File: config.mk
export PLATFORM = sky130hd
export DESIGN_NAME = render_target_pool_allocator_top_flat
export DESIGN_NICKNAME = d
export VERILOG_FILES = /design/src/hdl/rtpa_pkg.sv /design/src/hdl/rtpa_req_if.sv /design/src/hdl/rtpa_rsp_if.sv /design/src/hdl/rtpa_slot_mem.sv /design/src/hdl/rtpa_fit_unit.sv /design/src/hdl/render_target_pool_allocator_top.sv /design/src/flat_wrapper.sv
export VERILOG_INCLUDE_DIRS = /design/src /design/src/hdl
export SDC_FILE = /design/constraint.sdc
export NUM_CORES = 2
export LEC_CHECK = 0
export BUFFER_PORTS_ARGS = -buffer_cell sky130_fd_sc_hd__buf_2
export CAP_MARGIN = 10
export CELL_PAD_IN_SITES_DETAIL_PLACEMENT = 0
export CELL_PAD_IN_SITES_GLOBAL_PLACEMENT = 1
export CORE_UTILIZATION = 56
export CTS_BUF_LIST = sky130_fd_sc_hd__clkbuf_16
export CTS_CLUSTER_SIZE = 16
export DETAILED_ROUTE_END_ITERATION = 16
export PLACE_DENSITY_LB_ADDON = 0.3
export SETUP_SLACK_MARGIN = 0.5
export SYNTH_ARGS = -nofsm -noshare
export SYNTH_HDL_FRONTEND = slang
export SYNTH_SLANG_ARGS = --single-unit
File: constraint.sdc
create_clock -name clock -period 9.1 [get_ports clock]
set_input_delay 0.455 -clock clock [delete_from_list [all_inputs] [get_ports clock]]
set_output_delay 0.455 -clock clock [all_outputs]
set_load 0.1 [all_outputs]
File: src/hdl/render_target_pool_allocator_top_defines.svh
// assertion macros shared by the render target pool allocator rtl
// no dependencies; included by files that carry assertions
`ifndef RENDER_TARGET_POOL_ALLOCATOR_TOP_DEFINES_SVH
`define RENDER_TARGET_POOL_ALLOCATOR_TOP_DEFINES_SVH

// condition holds in the same cycle as the trigger
`define RTPA_ASSERT_IMP(lbl, clk, rst, trig, cond) \
   lbl: assert property (@(posedge clk) disable iff (rst) (trig) |-> (cond)) \
      else $error("rtpa assertion failed");

// condition holds in the cycle after the trigger
`define RTPA_ASSERT_NEXT(lbl, clk, rst, trig, cond) \
   lbl: assert property (@(posedge clk) disable iff (rst) (trig) |=> (cond)) \
      else $error("rtpa assertion failed");

`endif

File: src/hdl/rtpa_pkg.sv
// types, codes and helper functions of the render target pool allocator
// no dependencies; used by rtpa_slot_mem, rtpa_fit_unit and the top through scoped names
package rtpa_pkg;

   localparam int SCORE_W = 14;

   localparam logic [1:0] OP_ACQUIRE = 2'd0;
   localparam logic [1:0] OP_RELEASE = 2'd1;
   localparam logic [1:0] OP_CLEANUP = 2'd2;

   typedef enum logic [2:0] {
      STAT_EXACT    = 3'd0,
      STAT_RESCORED = 3'd1,
      STAT_NEW      = 3'd2,
      STAT_FULL     = 3'd3,
      STAT_DONE     = 3'd4
   } status_type;

   typedef enum logic [2:0] {
      ST_IDLE,
      ST_SCAN,
      ST_EXPIRE,
      ST_EVALL,
      ST_GRANT,
      ST_RESP
   } state_type;

   // stored slot descriptor, mips is the effective level count
   typedef struct packed {
      logic [14:0] width;
      logic [14:0] height;
      logic [3:0]  mips;
      logic [7:0]  format;
      logic [7:0]  usage;
      logic [11:0] layers;
      logic [31:0] sampler;
   } desc_type;

   // result of comparing one stored descriptor with the request
   typedef struct packed {
      logic                      exact;
      logic signed [SCORE_W-1:0] score;
   } fit_type;

   // effective mip count of a request
   function automatic logic [3:0] derive_mips(logic [3:0] mreq, logic full,
                                              logic [14:0] w, logic [14:0] h);
      logic [14:0] m;
      logic [3:0]  n;
      m = (w > h) ? w : h;
      n = 4'd0;
      for (int i = 1; i < 15; i++) begin
         if (m[i]) n = 4'(i);
      end
      if (mreq != 4'd0) return mreq;
      if (!full) return 4'd1;
      return n + 4'd1;
   endfunction

endpackage

File: src/hdl/rtpa_req_if.sv
// request channel of the render target pool allocator
// no dependencies; plain valid/ready channel
interface rtpa_req_if;
   logic        valid;
   logic        ready;
   logic [1:0]  opcode;
   logic [14:0] width;
   logic [14:0] height;
   logic [3:0]  mip_request;
   logic        requires_mips;
   logic [7:0]  pixel_format;
   logic [7:0]  usage_mask;
   logic [11:0] array_layers;
   logic [31:0] sampler_state;
   logic [4:0]  release_slot;
   logic [31:0] frame;

   modport source (output valid, opcode, width, height, mip_request, requires_mips,
                   pixel_format, usage_mask, array_layers, sampler_state,
                   release_slot, frame, input ready);
   modport sink (input valid, opcode, width, height, mip_request, requires_mips,
                 pixel_format, usage_mask, array_layers, sampler_state,
                 release_slot, frame, output ready);
endinterface

File: src/hdl/rtpa_rsp_if.sv
// response channel of the render target pool allocator
// no dependencies; plain valid/ready channel
interface rtpa_rsp_if;
   logic              valid;
   logic              ready;
   logic [4:0]        slot;
   logic [2:0]        status;
   logic signed [5:0] fit_score;

   modport source (output valid, slot, status, fit_score, input ready);
   modport sink (input valid, slot, status, fit_score, output ready);
endinterface

File: src/hdl/rtpa_slot_mem.sv
// slot descriptor and last-frame storage, one write and one read port
// depends on rtpa_pkg for the descriptor type
module rtpa_slot_mem #(
   parameter int SLOTS = 32,
   parameter int IW    = 5
) (
   input  logic              clock,
   input  logic [IW-1:0]     rd_addr,
   output rtpa_pkg::desc_type desc_rd,
   output logic [31:0]       frame_rd,
   input  logic [IW-1:0]     wr_addr,
   input  logic              desc_we,
   input  rtpa_pkg::desc_type desc_wdata,
   input  logic              frame_we,
   input  logic [31:0]       frame_wdata
);

   rtpa_pkg::desc_type desc_mem [SLOTS];
   logic [31:0]        frame_mem [SLOTS];

   // write port
   always_ff @(posedge clock) begin
      if (desc_we) desc_mem[wr_addr] <= desc_wdata;
      if (frame_we) frame_mem[wr_addr] <= frame_wdata;
   end

   // registered read port
   always_ff @(posedge clock) begin
      desc_rd  <= desc_mem[rd_addr];
      frame_rd <= frame_mem[rd_addr];
   end

endmodule

File: src/hdl/rtpa_fit_unit.sv
// shared compare unit: exact match and fit score of one slot against the request
// depends on rtpa_pkg for descriptor and result types
module rtpa_fit_unit (
   input  rtpa_pkg::desc_type stored,
   input  rtpa_pkg::desc_type request,
   output rtpa_pkg::fit_type  result
);

   logic                                use_ok, size_ok, lay_ok, mip_ok, fmt_ok;
   logic [11:0]                         ldiff;
   logic [3:0]                          mdiff;
   logic signed [rtpa_pkg::SCORE_W-1:0] uterm, lterm, mterm;

   // qualifying checks
   always_comb begin
      use_ok  = (stored.usage & request.usage) != 8'd0;
      size_ok = (stored.width == request.width) && (stored.height == request.height);
      lay_ok  = stored.layers >= request.layers;
      mip_ok  = stored.mips >= request.mips;
      fmt_ok  = stored.format == request.format;
   end

   // score terms
   always_comb begin
      ldiff = stored.layers - request.layers;
      mdiff = stored.mips - request.mips;
      uterm = (stored.usage == request.usage) ? 14'sd5 : 14'sd0;
      lterm = (ldiff != 12'd0) ? (14'sd5 - $signed({2'b00, ldiff})) : 14'sd0;
      mterm = (mdiff <= 4'd9) ? (14'sd10 - $signed({10'd0, mdiff})) : 14'sd1;
   end

   // result
   always_comb begin
      result.exact = (stored == request);
      if (use_ok && size_ok && lay_ok && mip_ok && fmt_ok) begin
         result.score = uterm + lterm + mterm;
      end else begin
         result.score = -14'sd1;
      end
   end

endmodule

File: src/hdl/render_target_pool_allocator_top.sv
// Render target pool allocator. Acquire scans every slot once through the
// descriptor memory (one slot per cycle, behind its registered read port); when
// no slot matches, fits or is free, it adds an expiry pass over the last-frame
// memory and possibly an evict-all pass. Cleanup runs the expiry pass alone;
// release and unknown opcodes go straight to the response. One item is in work
// at a time; a new request is taken while the previous response still waits.
// The slot memories need no clearing after reset: valid bits guard them.
// depends on rtpa_pkg, rtpa_req_if, rtpa_rsp_if, rtpa_slot_mem, rtpa_fit_unit
`include "render_target_pool_allocator_top_defines.svh"

module render_target_pool_allocator_top #(
   parameter int SLOTS = 32
) (
   input  logic        clock,
   input  logic        reset,
   rtpa_req_if.sink    req_chan,
   rtpa_rsp_if.source  rsp_chan,
   input  logic        csr_wr_en,
   input  logic [15:0] csr_wr_data
);

   localparam int IW = (SLOTS > 1) ? $clog2(SLOTS) : 1;
   localparam int CW = $clog2(SLOTS + 1);
   localparam logic [CW-1:0] LAST = CW'(SLOTS);

   rtpa_pkg::state_type state_ff, state_in;

   logic [15:0]        life_ff;
   logic [SLOTS-1:0]   valid_ff, busy_ff;
   logic [1:0]         op_ff;
   rtpa_pkg::desc_type rq_ff;
   logic [31:0]        frame_ff;
   logic [CW-1:0]      cnt_ff;
   logic               pv_ff;
   logic [IW-1:0]      pidx_ff;
   logic               ex_found_ff, fr_found_ff;
   logic [IW-1:0]      ex_idx_ff, best_idx_ff, fr_idx_ff, pick_ff;
   logic signed [5:0]  best_ff;
   logic [4:0]         res_slot_ff;
   rtpa_pkg::status_type res_stat_ff;
   logic signed [5:0]  res_fit_ff;
   logic               rsp_vld_ff;
   logic [4:0]         rsp_slot_ff;
   logic [2:0]         rsp_stat_ff;
   logic signed [5:0]  rsp_fit_ff;

   rtpa_pkg::desc_type req_desc, mem_desc;
   rtpa_pkg::fit_type  fit;
   logic [31:0]        mem_frame;
   logic [IW-1:0]      rd_addr, wr_addr, rel_idx, cidx;
   logic               desc_we, frame_we;
   logic [31:0]        frame_wdata;
   logic               req_ready, accept, scan_end, rel_ok, expired, cand;
   logic               rsp_free;

   // request descriptor with effective mip count
   always_comb begin
      req_desc.width   = req_chan.width;
      req_desc.height  = req_chan.height;
      req_desc.mips    = rtpa_pkg::derive_mips(req_chan.mip_request, req_chan.requires_mips,
                                               req_chan.width, req_chan.height);
      req_desc.format  = req_chan.pixel_format;
      req_desc.usage   = req_chan.usage_mask;
      req_desc.layers  = req_chan.array_layers;
      req_desc.sampler = req_chan.sampler_state;
   end

   // misc decode
   always_comb begin
      accept   = req_chan.valid && req_ready;
      rel_idx  = IW'(req_chan.release_slot);
      rel_ok   = ({27'd0, req_chan.release_slot} < 32'(SLOTS)) && valid_ff[rel_idx];
      scan_end = (cnt_ff == LAST) && !pv_ff;
      cidx     = cnt_ff[IW-1:0];
      cand     = valid_ff[pidx_ff] && !busy_ff[pidx_ff];
      expired  = (frame_ff - mem_frame) > {16'd0, life_ff};
      rsp_free = !rsp_vld_ff || rsp_chan.ready;
   end

   rtpa_slot_mem #(.SLOTS(SLOTS), .IW(IW)) u_mem (
      .clock       (clock),
      .rd_addr     (rd_addr),
      .desc_rd     (mem_desc),
      .frame_rd    (mem_frame),
      .wr_addr     (wr_addr),
      .desc_we     (desc_we),
      .desc_wdata  (rq_ff),
      .frame_we    (frame_we),
      .frame_wdata (frame_wdata)
   );

   rtpa_fit_unit u_fit (
      .stored  (mem_desc),
      .request (rq_ff),
      .result  (fit)
   );

   // next state
   always_comb begin
      state_in = state_ff;
      unique case (state_ff)
         rtpa_pkg::ST_IDLE: begin
            if (accept) begin
               if (req_chan.opcode == rtpa_pkg::OP_ACQUIRE) state_in = rtpa_pkg::ST_SCAN;
               else if (req_chan.opcode == rtpa_pkg::OP_CLEANUP)
                  state_in = rtpa_pkg::ST_EXPIRE;
               else state_in = rtpa_pkg::ST_RESP;
            end
         end
         rtpa_pkg::ST_SCAN: begin
            if (scan_end) begin
               if (ex_found_ff || (best_ff != -6'sd1) || fr_found_ff)
                  state_in = rtpa_pkg::ST_GRANT;
               else state_in = rtpa_pkg::ST_EXPIRE;
            end
         end
         rtpa_pkg::ST_EXPIRE: begin
            if (scan_end) begin
               if (op_ff == rtpa_pkg::OP_CLEANUP) state_in = rtpa_pkg::ST_RESP;
               else if (fr_found_ff) state_in = rtpa_pkg::ST_GRANT;
               else state_in = rtpa_pkg::ST_EVALL;
            end
         end
         rtpa_pkg::ST_EVALL: begin
            if (cnt_ff == LAST) begin
               state_in = fr_found_ff ? rtpa_pkg::ST_GRANT : rtpa_pkg::ST_RESP;
            end
         end
         rtpa_pkg::ST_GRANT: state_in = rtpa_pkg::ST_RESP;
         rtpa_pkg::ST_RESP: begin
            if (rsp_free) state_in = rtpa_pkg::ST_IDLE;
         end
         default: state_in = rtpa_pkg::ST_IDLE;
      endcase
   end

   // outputs of the sequencer: ready and memory controls
   always_comb begin
      req_ready   = 1'b0;
      desc_we     = 1'b0;
      frame_we    = 1'b0;
      wr_addr     = pick_ff;
      frame_wdata = frame_ff;
      rd_addr     = cidx;
      unique case (state_ff)
         rtpa_pkg::ST_IDLE: begin
            req_ready   = 1'b1;
            wr_addr     = rel_idx;
            frame_wdata = req_chan.frame;
            frame_we    = req_chan.valid && (req_chan.opcode == rtpa_pkg::OP_RELEASE)
                          && rel_ok;
         end
         rtpa_pkg::ST_GRANT: begin
            desc_we  = 1'b1;
            frame_we = 1'b1;
         end
         default: begin
            desc_we = 1'b0;
         end
      endcase
   end

   // sequencer state and configuration register
   always_ff @(posedge clock) begin
      if (reset) begin
         state_ff <= rtpa_pkg::ST_IDLE;
         life_ff  <= 16'd3;
      end else begin
         state_ff <= state_in;
         if (csr_wr_en) life_ff <= csr_wr_data;
      end
   end

   // slot valid and busy bits
   always_ff @(posedge clock) begin
      if (reset) begin
         valid_ff <= '0;
         busy_ff  <= '0;
      end else begin
         unique case (state_ff)
            rtpa_pkg::ST_IDLE: begin
               if (accept && (req_chan.opcode == rtpa_pkg::OP_RELEASE) && rel_ok)
                  busy_ff[rel_idx] <= 1'b0;
            end
            rtpa_pkg::ST_EXPIRE: begin
               if (pv_ff && cand && expired) valid_ff[pidx_ff] <= 1'b0;
            end
            rtpa_pkg::ST_EVALL: begin
               if ((cnt_ff != LAST) && valid_ff[cidx] && !busy_ff[cidx])
                  valid_ff[cidx] <= 1'b0;
            end
            rtpa_pkg::ST_GRANT: begin
               valid_ff[pick_ff] <= 1'b1;
               busy_ff[pick_ff]  <= 1'b1;
            end
            default: begin
               valid_ff <= valid_ff;
            end
         endcase
      end
   end

   // scan counters and item bookkeeping
   always_ff @(posedge clock) begin
      if (reset) begin
         cnt_ff <= '0;
         pv_ff  <= 1'b0;
      end else begin
         unique case (state_ff)
            rtpa_pkg::ST_IDLE: begin
               cnt_ff <= '0;
               pv_ff  <= 1'b0;
            end
            rtpa_pkg::ST_SCAN, rtpa_pkg::ST_EXPIRE: begin
               if (scan_end) begin
                  cnt_ff <= '0;
               end else if (cnt_ff != LAST) begin
                  cnt_ff <= cnt_ff + CW'(1);
               end
               pv_ff <= (cnt_ff != LAST);
            end
            rtpa_pkg::ST_EVALL: begin
               if (cnt_ff != LAST) cnt_ff <= cnt_ff + CW'(1);
               pv_ff <= 1'b0;
            end
            default: begin
               pv_ff <= 1'b0;
            end
         endcase
      end
   end

   // request hold, search results and pending result
   always_ff @(posedge clock) begin
      pidx_ff <= cidx;
      unique case (state_ff)
         rtpa_pkg::ST_IDLE: begin
            op_ff       <= req_chan.opcode;
            rq_ff       <= req_desc;
            frame_ff    <= req_chan.frame;
            ex_found_ff <= 1'b0;
            fr_found_ff <= 1'b0;
            best_ff     <= -6'sd1;
            res_fit_ff  <= -6'sd1;
            res_stat_ff <= rtpa_pkg::STAT_DONE;
            res_slot_ff <= (req_chan.opcode == rtpa_pkg::OP_RELEASE)
                           ? req_chan.release_slot : 5'd0;
         end
         rtpa_pkg::ST_SCAN: begin
            if (pv_ff) begin
               if (cand) begin
                  if (fit.exact && !ex_found_ff) begin
                     ex_found_ff <= 1'b1;
                     ex_idx_ff   <= pidx_ff;
                  end
                  if (fit.score > $signed({{(rtpa_pkg::SCORE_W-6){best_ff[5]}}, best_ff}))
                  begin
                     best_ff     <= 6'(fit.score);
                     best_idx_ff <= pidx_ff;
                  end
               end else if (!valid_ff[pidx_ff] && !fr_found_ff) begin
                  fr_found_ff <= 1'b1;
                  fr_idx_ff   <= pidx_ff;
               end
            end
            if (scan_end) begin
               if (ex_found_ff) begin
                  pick_ff     <= ex_idx_ff;
                  res_stat_ff <= rtpa_pkg::STAT_EXACT;
               end else if (best_ff != -6'sd1) begin
                  pick_ff     <= best_idx_ff;
                  res_stat_ff <= rtpa_pkg::STAT_RESCORED;
                  res_fit_ff  <= best_ff;
               end else begin
                  pick_ff     <= fr_idx_ff;
                  res_stat_ff <= rtpa_pkg::STAT_NEW;
               end
            end
         end
         rtpa_pkg::ST_EXPIRE: begin
            if (pv_ff && cand && expired && !fr_found_ff) begin
               fr_found_ff <= 1'b1;
               fr_idx_ff   <= pidx_ff;
            end
            if (scan_end) begin
               pick_ff     <= fr_idx_ff;
               res_stat_ff <= (op_ff == rtpa_pkg::OP_CLEANUP) ? rtpa_pkg::STAT_DONE
                                                               : rtpa_pkg::STAT_NEW;
            end
         end
         rtpa_pkg::ST_EVALL: begin
            if ((cnt_ff != LAST) && valid_ff[cidx] && !busy_ff[cidx] && !fr_found_ff) begin
               fr_found_ff <= 1'b1;
               fr_idx_ff   <= cidx;
            end
            if (cnt_ff == LAST) begin
               pick_ff     <= fr_idx_ff;
               res_stat_ff <= fr_found_ff ? rtpa_pkg::STAT_NEW : rtpa_pkg::STAT_FULL;
            end
         end
         rtpa_pkg::ST_GRANT: begin
            res_slot_ff <= 5'(pick_ff);
         end
         default: begin
            op_ff <= op_ff;
         end
      endcase
   end

   // response register
   always_ff @(posedge clock) begin
      if (reset) begin
         rsp_vld_ff <= 1'b0;
      end else if ((state_ff == rtpa_pkg::ST_RESP) && rsp_free) begin
         rsp_vld_ff <= 1'b1;
      end else if (rsp_chan.ready) begin
         rsp_vld_ff <= 1'b0;
      end
   end

   always_ff @(posedge clock) begin
      if ((state_ff == rtpa_pkg::ST_RESP) && rsp_free) begin
         rsp_slot_ff <= res_slot_ff;
         rsp_stat_ff <= res_stat_ff;
         rsp_fit_ff  <= res_fit_ff;
      end
   end

   assign req_chan.ready     = req_ready;
   assign rsp_chan.valid     = rsp_vld_ff;
   assign rsp_chan.slot      = rsp_slot_ff;
   assign rsp_chan.status    = rsp_stat_ff;
   assign rsp_chan.fit_score = rsp_fit_ff;

   // a busy slot is always a valid slot
   `RTPA_ASSERT_IMP(a_busy_valid, clock, reset, 1'b1, ((busy_ff & ~valid_ff) == '0))
   // a grant leaves the picked slot valid and busy
   `RTPA_ASSERT_NEXT(a_grant_marks, clock, reset, (state_ff == rtpa_pkg::ST_GRANT),
      (valid_ff[pick_ff] && busy_ff[pick_ff]))
   // only rescored reuse carries a real fit score
   `RTPA_ASSERT_IMP(a_fit_code, clock, reset,
      (rsp_vld_ff && (rsp_stat_ff != rtpa_pkg::STAT_RESCORED)), (rsp_fit_ff == -6'sd1))
   // a rescored reuse score is never negative
   `RTPA_ASSERT_IMP(a_fit_pos, clock, reset,
      (rsp_vld_ff && (rsp_stat_ff == rtpa_pkg::STAT_RESCORED)), (!rsp_fit_ff[5]))

endmodule
File: src/flat_wrapper.sv
// flat-port wrapper written by rule: the top's interface ports become plain ports
module render_target_pool_allocator_top_flat 
#(
   parameter int SLOTS = 32
)
  (clock, reset, csr_wr_en, csr_wr_data, req_chan_valid, req_chan_opcode, req_chan_width, req_chan_height, req_chan_mip_request, req_chan_requires_mips, req_chan_pixel_format, req_chan_usage_mask, req_chan_array_layers, req_chan_sampler_state, req_chan_release_slot, req_chan_frame, req_chan_ready, rsp_chan_valid, rsp_chan_slot, rsp_chan_status, rsp_chan_fit_score, rsp_chan_ready);
  rtpa_req_if req_chan_i ();
  rtpa_rsp_if rsp_chan_i ();
  input  logic clock;
  input  logic reset;
  input  logic csr_wr_en;
  input  logic [15:0] csr_wr_data;
  input wire logic [$bits(req_chan_i.valid)-1:0] req_chan_valid;
  input wire logic [$bits(req_chan_i.opcode)-1:0] req_chan_opcode;
  input wire logic [$bits(req_chan_i.width)-1:0] req_chan_width;
  input wire logic [$bits(req_chan_i.height)-1:0] req_chan_height;
  input wire logic [$bits(req_chan_i.mip_request)-1:0] req_chan_mip_request;
  input wire logic [$bits(req_chan_i.requires_mips)-1:0] req_chan_requires_mips;
  input wire logic [$bits(req_chan_i.pixel_format)-1:0] req_chan_pixel_format;
  input wire logic [$bits(req_chan_i.usage_mask)-1:0] req_chan_usage_mask;
  input wire logic [$bits(req_chan_i.array_layers)-1:0] req_chan_array_layers;
  input wire logic [$bits(req_chan_i.sampler_state)-1:0] req_chan_sampler_state;
  input wire logic [$bits(req_chan_i.release_slot)-1:0] req_chan_release_slot;
  input wire logic [$bits(req_chan_i.frame)-1:0] req_chan_frame;
  output wire logic [$bits(req_chan_i.ready)-1:0] req_chan_ready;
  output wire logic [$bits(rsp_chan_i.valid)-1:0] rsp_chan_valid;
  output wire logic [$bits(rsp_chan_i.slot)-1:0] rsp_chan_slot;
  output wire logic [$bits(rsp_chan_i.status)-1:0] rsp_chan_status;
  output wire logic [$bits(rsp_chan_i.fit_score)-1:0] rsp_chan_fit_score;
  input wire logic [$bits(rsp_chan_i.ready)-1:0] rsp_chan_ready;
  assign req_chan_i.valid = req_chan_valid;
  assign req_chan_i.opcode = req_chan_opcode;
  assign req_chan_i.width = req_chan_width;
  assign req_chan_i.height = req_chan_height;
  assign req_chan_i.mip_request = req_chan_mip_request;
  assign req_chan_i.requires_mips = req_chan_requires_mips;
  assign req_chan_i.pixel_format = req_chan_pixel_format;
  assign req_chan_i.usage_mask = req_chan_usage_mask;
  assign req_chan_i.array_layers = req_chan_array_layers;
  assign req_chan_i.sampler_state = req_chan_sampler_state;
  assign req_chan_i.release_slot = req_chan_release_slot;
  assign req_chan_i.frame = req_chan_frame;
  assign req_chan_ready = req_chan_i.ready;
  assign rsp_chan_valid = rsp_chan_i.valid;
  assign rsp_chan_slot = rsp_chan_i.slot;
  assign rsp_chan_status = rsp_chan_i.status;
  assign rsp_chan_fit_score = rsp_chan_i.fit_score;
  assign rsp_chan_i.ready = rsp_chan_ready;
  render_target_pool_allocator_top #(.SLOTS(SLOTS)) u_core (.clock(clock), .reset(reset), .req_chan(req_chan_i), .rsp_chan(rsp_chan_i), .csr_wr_en(csr_wr_en), .csr_wr_data(csr_wr_data));
endmodule
Yosys cells after proc, flatten, opt, wreduce, memory -nomap -nowiden
Memory sizes are Yosys's and may differ from the RTL's. A register that Yosys moved wholly into a read port is not among the register bits.
Cells that the tools add are included.
Widths: inputs -> output; s select.

word-level totals
  register bits after elaboration = 280
  bits in writable memories = 4032
  input port bits = 155
  output and inout port bits = 16
  memories = 2

memories
  memory                  depth  bits a word  read ports  clocked after Yosys merged registers in  write ports  line                 RTL
  u_core.u_mem.desc_mem   32     94           1           1                                        1            rtpa_slot_mem.sv:18  rtpa_pkg::desc_type desc_mem [SLOTS];
  u_core.u_mem.frame_mem  32     32           1           1                                        1            rtpa_slot_mem.sv:19  logic [31:0] frame_mem [SLOTS];

operators by class
  add/subtract/negate cells = 9
  order comparisons = 14
  equal/unequal tests = 34
  muxes and demuxes = 115
  bitwise operators = 10
  reduce and logical (&&, ||, !) cells = 61

operators by type and width
  kind                number
  $mux 32             4
  $and 32x32->32      3
  $not 32->32         3
  $pmux 32 s3         1
  $eq 94x94->1        1
  $mux 4              17
  $or 32x32->32       2
  $pmux 32 s2         1
  $mux 5              12
  $mux 3              16
  $mux 6              8
  $mux 14             3
  $gt 32x16->1        1
  $ne 2x1->1 const B  16
  $sub 32x32->32      1
  $mux 1              31
  $eq 15x15->1        2
  $pmux 5 s3          2
  $reduce_and 4->1    7
  $bmux 1 s5          5
  $logic_and 1x1->1   25
  $lt 5x6->1 const B  4
  $pmux 6 s2          2
  $demux 1 s5         4
  other kinds (48)    72

Depth between registers and ports, before layout
  word-level depth = 19
  gate-level depth with buffers = 31

By module
A second synthesis with hierarchy kept.

second synthesis, totals
  cell total of the unflattened synthesis = 8296
  area, all modules = 171264.3 µm²

modules (own cells, without submodules)
  module                            times used  cells each  area an instance (µm²)  seq. area each (µm²)
  rtpa_slot_mem                     1           6405        153018.0                123598.5
  render_target_pool_allocator_top  1           1492        15239.6                 7126.8
  rtpa_fit_unit                     1           399         3006.6                  0.0

Worst setup path after synthesis
OpenSTA, ideal clock, no wires.

  path kind = register to register
  from = register u_core.rq_ff[32] (netlist bit)
  to = register u_core.best_ff[0], enable pin
  setup time = 0.287 ns
  arrival = 6.952 ns
  required time = 8.813 ns
  setup slack = 1.861 ns
  stages on the path, launching flop included = 28
  period minus slack after synthesis = 7.239 ns
  path through = edfxtp_1 ha_1 fa_1 nor2b_1 o21ai_1 a21boi_1 o221ai_1 or4_1 nand4_1 o21bai_1 nor4b_2 nor2b_1 fa_1 ha_1 fa_1 a21o_1 a21oi_1 o21bai_1 a21o_1 a21oi_1 o21ai_0 o41ai_1 xnor2_1 nand2_1 ha_1 or4b_2 o21ai_0 a21oi_1

between the ends
  word-level cells in the longest chain between the ends = 9
  elaborated cells on any way between the ends = 14

RTL lines
  element                                              line                                     RTL
  start, declared                                      render_target_pool_allocator_top.sv:31   rtpa_pkg::desc_type rq_ff;
  start signal, assigned                               render_target_pool_allocator_top.sv:239  rq_ff <= req_desc;
  $sub 12x12->12                                       rtpa_fit_unit.sv:25                      ldiff = stored.layers - request.layers;
  $sub 3x12->13 or $reduce_bool 12->1 (tied branches)  rtpa_fit_unit.sv:28                      lterm = (ldiff != 12'd0) ? (14'sd5 - $signed({2'b00, ldiff})) : 14'sd0;
  $mux 14                                              rtpa_fit_unit.sv:28
  $add 4x14->14                                        rtpa_fit_unit.sv:36                      result.score = uterm + lterm + mterm;
  $add 14x14->14                                       rtpa_fit_unit.sv:36
  $mux 14 *                                            rtpa_fit_unit.sv:35                      if (use_ok && size_ok && lay_ok && mip_ok && fmt_ok) begin
  $gt 14x6->1 *                                        render_target_pool_allocator_top.sv:256  if (fit.score > $signed({{(rtpa_pkg::SCORE_W-6){best_ff[5]}}, best_ff}))
  $ne 2x1->1 (no line) *                               n/a
  $reduce_and 4->1 (no line) *                         n/a
  end signal, assigned                                 render_target_pool_allocator_top.sv:243  best_ff <= -6'sd1;
  end signal, assigned                                 render_target_pool_allocator_top.sv:258  best_ff <= 6'(fit.score);
  end, declared                                        render_target_pool_allocator_top.sv:38   logic signed [5:0] best_ff;

Every way passes the cells marked *; elsewhere a longest branch is shown, timed or not.
A chain may end at the register's enable or synchronous reset.

Worst setup path in the final report
  from = register u_core.rq_ff[32] (netlist bit)
  to = register u_core.best_ff[1], enable pin

Same word-level chain as after synthesis.

==> impl_metrics.tcl <==
set metrics [dict create \
    required_ns 9.75 \
    yosys.area.top_type "edfxtp_1" \
    drc 0 \
    overflow 0 \
    cts_buffers 431 \
    cts_buffer_depth 4 \
    layout_commonest_cell "edfxtp_1" \
    criticalPathCategory "flop to flop" \
    tns_ns 0 \
    fin_cells 13000 \
    cts_resized 0 \
    syn_nets 8442 \
    clockRootBuffer "clkbuf_16" \
    drt-pass1-iter-count 8 \
    grt_max_degree 132 \
    antenna_found_initial 22 \
    skew_ns 0.0615 \
    drtIter0Drc 14100 \
    relSlewSlack 0.102 \
    synthDistinctLibCells 74 \
    synthArstFlopShare 0 \
    fill_cells 20100 \
    final_core_util 0.635 \
    fin_ws_ns 1.13 \
    clk-insertion-delay-late_ns 0.98 \
    wire_per_inst_um 35.3 \
    postCtsSetupBuffers 0 \
    cts_tree "done" \
    die_h_um 554 \
    powerDensity_nw_per_um2 298 \
    hold_class "input pin to flop" \
    synth_area_um2 171000 \
    die_x_um 554 \
    area_growth_pct 12.7 \
    synth_edf_count 4184 \
    yosysSeqAreaShare 0.767 \
    cp-end-kind "flop" \
    cp.arrival_ns 8.62 \
    portBuffers 170 \
    rows 202 \
    ys_top_cells_by_area "edfxtp_1 (74%), mux4_2 (14%), dfxtp_1 (3.0%)" \
    cts_htree_levels 5 \
    outcome "completed" \
    clk_pin_slew_ns 0.06 \
    ys_ff_latch 4438 \
    via_per_inst 6.85 \
    multiInputGateArea_um2 38300 \
    maxCapViolCount 0 \
    dieArea_um2 307000 \
    gp_congestion 0.890 \
    synth_top_flop_cell "edfxtp_1" \
    layout-drive-gt1-share 0.233 \
    grt_pass1_vias 88200 \
    cp_max_fo 7 \
    grt_pass1_wl_um 646000 \
    yosys_warnings 0 \
    fin_total_pwr_mw 57.2 \
    rsz0062_at_grt "no" \
    hold_viol 0 \
    nets 8951 \
    drv_slew 0 \
    ir_worst_vdd_uv 237 \
    synth_top_cell_area_share 0.737 \
    ant_nets 0 \
    dp_cells 12100 \
    setup_viol 0 \
    synth.avg_cell_area_um2 20.9 \
    dp_hpwl_um 218000 \
    track_usage 0.298 \
    start_kind "flop" \
    crit_slowest_cell "or4b_2" \
    fp.coreArea_um2 303000 \
    layout_worst_path_cycle_share 0.876 \
    fin_crit_ns 7.97 \
    tightestPinTransition_ns 1.34 \
    wl_um 460000 \
    seq_area_um2 131000 \
    num_vias 89200 \
    worst_path_largest_cell_delay_ns 0.58 \
    leakage_nw 60.2 \
    final_cell_mix "edfxtp_1 (4,184), mux4_2 (1,048), a22oi_1 (533)" \
    cts_sinks 4438 \
    initial_core_util 0.563 \
    place_ws_ns 1.22 \
    clock.fmax_ghz 0.125 \
    netlist_instances 8149 \
    io_pins 171 \
]
[metal layers]
layer,global-route usage,share of wire
met1,0.434,0.39
met2,0.473,0.48
met3,0.0496,0.11
met4,0.0815,0.028
met5,0,0.00015
[worst max-delay path: cells and delay by family (launching register included)]
family                   cells  cell delay, ns
adder cells (fa/ha/maj)      6            2.09
AO/OA/AOI/OAI               13            2.63
buffers and inverters        1            0.23
XOR/XNOR                     1            0.17
flip-flops                   1            0.40
AND/OR/NAND/NOR              7            2.17
[path summary, 6_finish.rpt]
check / from / endpoint / slack [ns] / cells past startpoint
setup / recovery: u_core.rq_ff[32] / u_core.best_ff[1] / 1.13 / 28
hold / removal: req_chan_frame[0] / u_core.frame_ff[0] / 0.05 / 4
setup reg to reg: u_core.rq_ff[32] / u_core.best_ff[1] / 1.13 / 28
hold reg to reg: u_core.res_stat_ff[0] / u_core.rsp_chan.status[0] / 0.42 / 0
[state kept, by name, summed over array words and instances, names as in the netlist, 6 cells and up]
signal / flops
u_core.u_mem.desc_mem: 3008
u_core.u_mem.frame_mem: 1024
u_core.rq_ff: 94
u_core.u_mem.desc_rd: 94
u_core.busy_ff: 32
u_core.frame_ff: 32
u_core.u_mem.frame_rd: 32
u_core.valid_ff: 32
u_core.life_ff: 16
u_core.best_ff: 6
u_core.cnt_ff: 6
u_core.res_fit_ff: 6
u_core.rsp_chan.fit_score: 6
[final cells by class]
class,instances,share of cell area
flip-flops and latches,4438,0.680
inverters,122,0.00242
diodes,5,0.0000651
clock inverters,373,0.0145
repair buffers,493,0.0210
clock buffers,437,0.0569
well taps,3978,0.0259
multi-input cells,3172,0.199
[power breakdown]
part / leakage [nW] / total, mW / internal, mW / switching (mW)
sequential: 39.8 / 28.1 / 26.6 / 1.52
combinational: 13.2 / 11.8 / 4.49 / 7.26
clock: 7.15 / 17.4 / 9.77 / 7.58
[synth_stat cells (15+ instances only)]
cell type	number
nand3_1	31
mux4_2	1048
nor2_1	182
nor4_1	26
nor3_1	61
edfxtp_1	4184
mux2i_1	32
o21ai_0	135
nand2b_1	19
dfxtp_1	254
buf_1	118
a21oi_1	145
and3_1	21
or3_1	17
o21bai_1	15
a21o_1	31
xor2_1	60
a211oi_1	17
a22oi_1	533
ha_1	132
clkbuf_1	285
nand2_1	244
nor2b_1	18
xnor2_1	58
inv_1	120
o22ai_1	15
nand4_1	149
[kinds of logic after synthesis]
| group | count (synthesis) | synth area share |
|---|---|---|
| flops | 4438 | 0.767 |
| mux | 1083 | 0.140 |
| compound gates | 999 | 0.0403 |
| simple gates | 834 | 0.0242 |
| buf+inv | 539 | 0.0120 |
| fa+ha+maj | 138 | 0.0104 |
| xor+xnor | 118 | 0.00606 |
[repair_timing]
item | CTS | global route
hold buffers | 127 | 0
endpoints found under the setup margin | 0 | 0
hold endpoints to repair | 117 | 0
[metrics by stage]
stage	hold slack (ns)	area, um^2
floorplan	0.329	171000
global placement	0.404	177000
detailed placement	0.407	177000
CTS	0.000699	192000
global route	0.0549	192000
finish	0.0547	192000
Power figures use the tool's default switching activity.
